File: src/sti_pkg.sv
// shared types and constants for the symbol table insert block
// no dependencies; used by sti_cell and symbol_table_insert
package sti_pkg;

  localparam int TABLE_DEPTH_DEF = 256;
  localparam int KEY_CHARS_DEF   = 8;
  localparam int KEY_BITS_MAX    = 64;
  localparam int NAME_LEN_W      = 8;
  localparam int VALUE_W         = 16;
  localparam int SLOT_OUT_W      = 8;

  typedef enum logic [1:0] {
    STATUS_INSERTED  = 2'd0,
    STATUS_REDEFINED = 2'd1,
    STATUS_FULL      = 2'd2
  } status_t;

  typedef struct packed {
    logic [KEY_BITS_MAX-1:0] symbol_key;
    logic [NAME_LEN_W-1:0]   name_length;
    logic [VALUE_W-1:0]      entry_value;
  } request_t;

  typedef struct packed {
    status_t                 insert_status;
    logic                    long_name_warning;
    logic [SLOT_OUT_W-1:0]   slot_index;
  } result_t;

  // control flags that travel with a query down the cell chain
  typedef struct packed {
    logic valid;
    logic hit;
    logic wrote;
  } tok_flags_t;

endpackage

File: src/sti_cell.sv
// one slot of the symbol table: stored key and value plus one query stage
// depends on sti_pkg
module sti_cell #(
  parameter int KEY_W = 64,
  parameter int CNT_W = 9,
  parameter int IDX_W = 8
) (
  input  logic                      clk,
  input  logic                      rst,
  input  sti_pkg::tok_flags_t       in_flags,
  input  logic [KEY_W-1:0]          in_key,
  input  logic [sti_pkg::VALUE_W-1:0] in_value,
  input  logic [CNT_W-1:0]          in_left,
  input  logic [IDX_W-1:0]          in_pos,
  input  logic [IDX_W-1:0]          in_slot,
  output sti_pkg::tok_flags_t       out_flags,
  output logic [KEY_W-1:0]          out_key,
  output logic [sti_pkg::VALUE_W-1:0] out_value,
  output logic [CNT_W-1:0]          out_left,
  output logic [IDX_W-1:0]          out_pos,
  output logic [IDX_W-1:0]          out_slot
);

  logic [KEY_W-1:0]            key_q;
  logic [sti_pkg::VALUE_W-1:0] value_q;
  logic                        filled;
  logic                        match;
  logic                        wr_here;
  sti_pkg::tok_flags_t         flags_next;

  // this slot is filled when the query still has filled slots ahead
  assign filled  = (in_left != '0);
  assign match   = in_flags.valid && filled && !in_flags.hit && (key_q == in_key);
  assign wr_here = in_flags.valid && !filled && !in_flags.hit && !in_flags.wrote;

  always_comb begin
    flags_next       = in_flags;
    flags_next.hit   = in_flags.hit || match;
    flags_next.wrote = in_flags.wrote || wr_here;
  end

  // stored slot contents, undefined until written
  always_ff @(posedge clk) begin
    if (wr_here) begin
      key_q   <= in_key;
      value_q <= in_value;
    end
  end

  always_ff @(posedge clk) begin
    if (rst) begin
      out_flags <= '0;
    end else begin
      out_flags <= flags_next;
    end
  end

  always_ff @(posedge clk) begin
    out_key   <= in_key;
    out_value <= in_value;
    out_left  <= filled ? in_left - CNT_W'(1) : in_left;
    out_pos   <= in_pos + IDX_W'(1);
    out_slot  <= match ? in_pos : in_slot;
  end

endmodule

File: config.mk
export PLATFORM = sky130hd
export DESIGN_NAME = sti_cell
export DESIGN_NICKNAME = d
export VERILOG_FILES = /design/src/sti_pkg.sv /design/src/sti_cell.sv
export SDC_FILE = /design/constraint.sdc
export NUM_CORES = 1
export LEC_CHECK = 0
export ABC_AREA = 1
export BUFFER_PORTS_ARGS = -buffer_cell sky130_fd_sc_hd__buf_2
export CAP_MARGIN = 5
export CORE_ASPECT_RATIO = 0.8
export CORE_UTILIZATION = 40
export CTS_CLUSTER_DIAMETER = 40
export DETAILED_ROUTE_END_ITERATION = 16
export GPL_ROUTABILITY_DRIVEN = 0
export PLACE_DENSITY = 0.71
export SYNTH_ARGS = -nofsm -noshare
export SYNTH_HDL_FRONTEND = slang
export SYNTH_SLANG_ARGS = --single-unit
File: constraint.sdc
create_clock -name clk -period 6 [get_ports clk]
set_clock_uncertainty 0.05 [all_clocks]
set_input_delay 1.2 -clock clk [delete_from_list [all_inputs] [get_ports clk]]
set_output_delay 1.2 -clock clk [all_outputs]
set_load 0.005 [all_outputs]
# Yosys cells after proc, flatten, opt, wreduce, memory -nomap -nowiden

Index checks and enable logic that the tools add are counted.

Bits in read-only memories: 0
Memories kept: 0
Logic and storage cells: 26
Output and inout bits: 108
Latch bits: 0
Flip-flop bits (word level): 172
RAM bits: 0

Equal/unequal tests: 1
Multiplexer cells: 2
$mul: 0
Div/mod/pow operators: 0
$add $sub $neg: 2
Shift-type cells: 0
Magnitude comparators: 0
Bitwise gates (word level): 0
Reduce and logical (&&, ||, !) cells: 12

Operators by type and width:

| cell                  | number |
|---|---|
| $eq A64 B64 Y1        | 1 |
| $mux W9               | 1 |
| $reduce_bool A9 Y1    | 1 |
| $sub A9 B1 Y9 const B | 1 |
| $add A8 B1 Y8 const B | 1 |
| $mux W8               | 1 |
| $logic_and A1 B1 Y1   | 6 |
| $logic_not A1 Y1      | 3 |
| $logic_or A1 B1 Y1    | 2 |

# Logic depth before layout (Yosys ltp)

Gate-level depths: netlist of run 1.

Depth after elaboration: 6
Depth in mapped cells: 11
Mapped depth without buffers: 11

# Worst setup path before layout of run 1

OpenSTA, ideal clock, no wires.

Path kind: input -> register
Start: input port in_left[0]
End: register key_q[0], enable pin
Setup time: 0.486 ns
Stages: 8
Data arrival time: 4.697 ns
Path slack: 0.767 ns
Path through: inv_1 -> ha_1 -> nand2_4 -> nor2_2 -> nand2_4 -> inv_1 -> nand2_1 -> nor2_1

Word-level cells in the longest chain between the ends: 5

RTL lines:

| item                             | line           | RTL |
|---|---|---|
| start, declared                  | sti_cell.sv:13 | `input logic [CNT_W-1:0] in_left,` |
| $reduce_bool A9 Y1               | sti_cell.sv:32 | `assign filled = (in_left != '0);` |
| $logic_not A1 Y1                 | sti_cell.sv:34 | `assign wr_here = in_flags.valid && !filled && !in_flags.hit && !in_flags.wrote;` |
| $logic_and A1 B1 Y1 (3 in a row) | sti_cell.sv:34 |  |
| via wr_here                      | sti_cell.sv:28 | `logic wr_here;` |
| end signal, assigned             | sti_cell.sv:45 | `key_q <= in_key;` |
| end, declared                    | sti_cell.sv:24 | `logic [KEY_W-1:0] key_q;` |

The timed path passes the listed nets, and every way through them passes these cells.
A chain may end at the register's enable or synchronous reset.

# Worst setup path after layout of run 1

Start: input port in_left[0]
End: register key_q[27], enable pin

The elaborated chain is that of the path after synthesis.

==> results.ini, run 1 <==
[die]
rows = 40
die_h_um = 114
die_area_um2 = 16300
fp.coreArea_um2 = 15200
start_util = 0.414
die_w_um = 142
num_io_pins = 218

[critical_path]
critical_path.endpoint_type = register
cp.arrival_ps = 3380
r2r_slack_ps = 4290
r2r_start = key_q[20]$_DFFE_PP_
crit_required_ps = 6040
startpoint_type = input port
r2r-end = out_slot[0]$_DFF_P_
crit_fanout = 27
reg2reg_depth = 8
worstSetupPathType = input port to register

[clock_tree]
post_cts.repair.setup_buffers = 0
clockRootBuffer = clkbuf_16
cts_buffers = 17
cts_resized = 0
clk_pin_slew_ps = 70
cts_tree = yes
cts_hold_buffers = 0
cts_sinks = 172
cts_buffer_depth = 2
insertion_delay_ps = 430
cts.htree.levels = 4

[layout]
n_fill_cell = 1457
drive_gt1_frac = 0.288
layout.nets = 1031
seqCellArea_um2 = 4080
final_area_um2 = 8250
multiInputGateArea_um2 = 1790
area_growth_syn_to_layout_pct = 30.9
antenna_cells = 0

[logic_synthesis]
synth_top_cell_by_area = dfxtp_1
synth_top_area_frac = 0.343
synthTopCellsByArea = dfxtp_1 34%, edfxtp_1 31%, nand2_1 13%, inv_1 6.8%, nor2_1 5.4%
synth_cells = 681
synth_nets = 793
syn_area_per_cell_um2 = 9.25
synth_area_um2 = 6300
ys_types = 28
synth-seq-cells = 172
ys_seq_area_frac = 0.648
yosys_warnings = 0

[grt]
grt_pass1_vias = 4691
grt_remaining_overflow = 0
grt_usage = 0.189
grt_max_degree = 28
antenna_found_initial = 0
grt_first_pass_wirelength_um = 23000

[min_path]
min_path_type = register to register
min-delay-start = key_q[20]$_DFFE_PP_
min_to = out_flags[1]$_SDFF_PP0_
hold_depth = 7

[timing]
max_slew_margin = 0.488
tightest_slew_ps = 767
setup_viol = 0
finalHoldViolCount = 0
setup_tns_ps = 0
rsz0062_at_grt = no
drv_slew = 0
fin_crit_ps = 3340
fin_crit_sh = 0.557
fmax_ghz = 0.299

[place]
io_buffers = 217
dpl_cell_area_um2 = 7670
hpwl_um = 11500

[power]
power.total_w = 0.00249
power.density_nw_per_um2 = 302
irDropWorstVdd_mv = 0.224
leakagePower_nw = 4.26

[status]
status = completed

[detailed_routing]
routed_wirelength_um = 14700
via_count = 4899
wl_per_cell_um = 12.9
viasPerCell = 4.29
ant_nets = 0
drtPass1Iterations = 4
first_iter_violations = 337
drc_errors = 0

[job]
drv_cap = 0

through the flow:
step	hold slack [ps]	std cells	setup slack, ps	utilization
5_1_grt	792	1142	2510	0.542
6_report	789	1142	2660	0.542
2_1_floorplan	658	681	767	-
4_1_cts	792	1142	2670	0.542
3_3_place_gp	757	1110	2280	0.504
3_5_place_dp	788	1110	2220	0.504
sequential cells by signal, indices dropped and copies added (netlist names):
signal     flops
out_value     16
key_q         64
out_key       64
out_slot       8
out_left       9
out_pos        8
out_flags      3
worst max-delay path, cell delays in order:
cell     delay (ps)
buf_2           110
inv_1            80
ha_1            260
nand2_4          80
nor2_2          180
nand2_4         100
inv_1           160
nand2_1         130
nor2_4          600
buf_4           460
cells by family (layout without fill, tap and decap cells):
family / count (synthesis) / count (layout) / share of synthesized area
xor+xnor: 24 / 24 / 0.0334
flops: 172 / 172 / 0.648
fa+ha+maj: 2 / 2 / 0.00397
simple gates: 356 / 356 / 0.236
compound gates: 12 / 12 / 0.00993
buf+inv: 115 / 366 / 0.0685
layer usage:
metal	up-vias	track usage	wire length, µm
li1	2565	-	-
met5	-	0	0
met4	0	0.0444	123
met3	9	0.0715	1120
met2	148	0.301	6680
met1	2177	0.244	6820
cells in the final DEF, fill, tap and decap left out, drive strengths merged:
master,netlist,layout
nand2,224,224
edfxtp,64,64
o21ai,8,8
xnor2,13,13
ha,2,2
buf,0,219
clkbuf,0,19
dfxtp,108,108
nand4,12,12
inv,115,124
nand3,16,16
nor3,2,2
clkinv,0,4
xor2,11,11
nor2,96,96
nand3b,1,1
or2,3,3
and3,1,1
a21oi,3,3
nor2b,1,1
o211ai,1,1
power breakdown:
part           switching, W  internal (W)  total [W]  leakage (nW)
combinational     0.0000975     0.0000778   0.000175          2.49
sequential       0.00000840       0.00125    0.00126          1.49
clock              0.000488      0.000574    0.00106         0.287
cells in the mapped netlist (all sizes together):
library cell	n
a21oi	3
ha	2
nand3b	1
o21ai	8
inv	115
nor3	2
or2	3
nor2	96
edfxtp	64
nand4	12
xnor2	13
dfxtp	108
nor2b	1
o211ai	1
nand2	224
and3	1
nand3	16
xor2	11
area by class of cell:
cell class / count / share of cell area
inverters: 115 / 0.0523
clock buffers: 19 / 0.0551
multi-input cells: 394 / 0.217
flip-flops and latches: 172 / 0.495
repair buffers: 219 / 0.133
clock inverters: 13 / 0.0149
well taps: 210 / 0.0319
worst max path at each step:
stage	startpoint	end
after floorplan	in_left[0]	key_q[0]$_DFFE_PP_
after global placement	in_left[0]	key_q[3]$_DFFE_PP_
after detailed placement	in_left[0]	key_q[26]$_DFFE_PP_
after CTS	in_left[0]	key_q[3]$_DFFE_PP_
after global routing	in_left[0]	key_q[5]$_DFFE_PP_
final	in_left[0]	key_q[27]$_DFFE_PP_
Power figures use the tool's default switching activity.
==> run 2: changes to the inputs <==
ABC_AREA = 0   (was 1)
PLACE_DENSITY = 0.73   (was 0.71)
clock period = 3.1 ns   (was 6 ns; I/O delays follow)
==> results.ini, run 2 <==
[grt]
antenna_found_initial = 0  ; unchanged
grt_max_degree = 65  ; +130%
grt_pass1_vias = 3373  ; -28%
grt_remaining_overflow = 0  ; unchanged
grt_usage = 0.164  ; -0.0255
grt_first_pass_wirelength_um = 16600  ; -28%

[logic_synthesis]
synth_cells = 337  ; -51%
yosys.area_share.simple = 0.0585  ; -0.178
synth_nets = 449  ; -43%
synthTopCellsByArea = dfxtp_1 41%, edfxtp_1 36%, xnor2_1 5.8%, xor2_1 3.3%, inv_1 1.7%
syn_area_per_cell_um2 = 15.7  ; +70%
synth_top_family_by_area = XOR/XNOR gates
synth_area_um2 = 5290  ; -16%
synth-seq-cells = 172  ; unchanged
synthMuxAreaShare = 0.0189  ; +0.0189
synth_top_area_frac = 0.409  ; +0.0659
synthFlopType = dfxtp_1
ys_types = 35  ; +25%
synth_xor_area_frac = 0.0911  ; +0.0578
yosys_warnings = 0  ; unchanged
synth_edf_count = 64  ; unchanged
synth_adder_area_share = 0.00473  ; +0.000762
ys_seq_area_frac = 0.773  ; +0.124
async_reset_ff_frac = 0  ; unchanged
ys_top_cells_by_count = 108 x dfxtp_1, 64 x edfxtp_1, 35 x xnor2_1
synth_compound_area_frac = 0.0372  ; +0.0272
yosysMostFrequentCell = dfxtp_1
synth_top_cell_by_area = dfxtp_1

[place]
hpwl_um = 7950  ; -31%
io_buffers = 217  ; unchanged
dp_slack_ps = 327  ; -1890 ps
dpl.cell_count = 731  ; -34%

[power]
irDropWorstVdd_mv = 0.520  ; +130%
power.density_nw_per_um2 = 658  ; +120%
leakagePower_nw = 3.15  ; -26%

[detailed_routing]
wl_met1_um = 4730  ; -31%
routed_wirelength_um = 10700  ; -28%
via_count = 3374  ; -31%
viasPerCell = 4.42  ; +3.1%
drc_errors = 0  ; unchanged
wl_met3_um = 641  ; -43%
ant_nets = 0  ; unchanged
routed-wl-met2_um = 5140  ; -23%
first_iter_violations = 161  ; -52%
drtPass1Iterations = 4  ; unchanged
top_layer_used = met4
wl_per_cell_um = 14.0  ; +8.3%

[layout]
stdcell_count = 763  ; -33%
multiInputGateArea_um2 = 1160  ; -36%
layout_common_cells = 217 x buf_2, 108 x dfxtp_1, 64 x edfxtp_1
layout.nets = 687  ; -33%
seqCellArea_um2 = 4080  ; unchanged
antenna_cells = 0  ; unchanged
reg_top3 = key_q (64), out_key (64), out_value (16)
area_growth_syn_to_layout_pct = 37.6
final_core_util = 0.565  ; +0.0230
layout_commonest_cell = buf_2
drive_gt1_frac = 0.459  ; +0.172
n_fill_cell = 1094  ; -25%

[status]
status = completed

[critical_path]
crit_required_ps = 3360  ; -2680 ps
worstSetupPathType = register to register
critical_path.endpoint_type = register
r2r_slack_ps = 680  ; -3610 ps
cp.arrival_ps = 2680  ; -700 ps
crit_fanout = 9  ; -67%
startpoint_type = register

[timing]
worst_slack_ps = 681  ; -1980 ps
whs_ps = 241  ; -547 ps
fmax_ghz = 0.413
rsz0062_at_grt = no
finalHoldViolCount = 0  ; unchanged
setup_tns_ps = 0  ; unchanged
fin_crit_ps = 2420
setup_viol = 0  ; unchanged
drv_slew = 0  ; unchanged
tightest_slew_ps = 575  ; -191 ps
fin_crit_sh = 0.780
max_slew_margin = 0.611  ; +0.123

[die]
num_io_pins = 218  ; unchanged
die_area_um2 = 13700  ; -16%
die_h_um = 105  ; -8.3%
fp.coreArea_um2 = 12900  ; -15%
start_util = 0.411  ; -0.00339
rows = 37  ; -7.5%
die_w_um = 131  ; -8.3%

[job]
drv_cap = 0  ; unchanged

[clock_tree]
cts_buffers = 17  ; unchanged
cts.htree.levels = 4  ; unchanged
post_cts.repair.setup_buffers = 0  ; unchanged
cts_sinks = 172  ; unchanged
insertion_delay_ps = 430  ; about the same
clk_pin_slew_ps = 70  ; about the same
clockRootBuffer = clkbuf_16
cts_buffer_depth = 2  ; unchanged
cts_resized = 0  ; unchanged
cts_tree = yes
cts_hold_buffers = 0  ; unchanged

[min_path]
min_path_type = input port to register

-- run 2: changes by cell type after synthesis, sizes merged, moves of 4 or more --
cell	previous run	this run
inv	115	24
o21ai	8	0
nor2b	1	5
nand2	224	4
xnor2	13	35
mux2	0	8
nand3	16	6
nor2	96	5
xor2	11	20
o22ai	0	8
nand2b	0	4
nor4	0	8
nand4	12	8
-- run 2: final timing paths --
| check | start | depth (start not counted) | to |
|---|---|---|---|
| worst max-delay path | key_q[28]$_DFFE_PP_ | 7 | out_slot[1]$_DFF_P_ |
| worst min-delay path | in_value[6] | 1 | out_value[6]$_DFF_P_ |
| worst max register to register | key_q[28]$_DFFE_PP_ | 7 | out_slot[1]$_DFF_P_ |
| worst min register to register | key_q[10]$_DFFE_PP_ | 5 | out_flags[1]$_SDFF_PP0_ |
-- run 2: kinds of logic (layout without fill, tap and decap cells) --
group           count (synthesis)  after routing
simple gates                   51             51
fa+ha+maj                       2              2
buf+inv                        24            275
flops                         172            172
xor+xnor                       55             55
mux                             9              9
compound gates                 24             24
-- run 2: through the flow --
stage / area (µm²) / power [W]
floorplan: 5350 / 0.00257
global placement: 6680 / 0.00276
detailed placement: 6680 / 0.00277
CTS: 7270 / 0.00485
global route: 7270 / 0.00497
finish: 7270 / 0.00479
-- run 2: power breakdown --
| group | leakage [nW] | switching, W | internal [W] |
|---|---|---|---|
| logic | 1.37 | 0.000133 | 0.000145 |
| clock network | 0.293 | 0.000956 | 0.00112 |
| registers | 1.49 | 0.0000172 | 0.00242 |
-- run 2: layout make-up --
class,instances,share of cell area
clock buffer,18,0.0619
sequential,172,0.562
multi-input combinational,141,0.159
tap,175,0.0301
timing repair buffer,219,0.153
inverter,24,0.0151
clock inverter,14,0.0193
-- run 2: critical path: stages, from the launching register on --
cell and delay, ps:
edfxtp_1 380, or2b_1 160, o2111ai_1 140, a2111oi_2 420
nand4_1 260, nor4_4 340, buf_4 220, mux2_2 340
-- run 2: per-layer routing --
| metal | vias up | track usage |
|---|---|---|
| met5 | - | 0 |
| met4 | 0 | 0.0657 |
| met3 | 11 | 0.0563 |
| met2 | 131 | 0.261 |
| met1 | 1570 | 0.202 |
| li1 | 1662 | - |
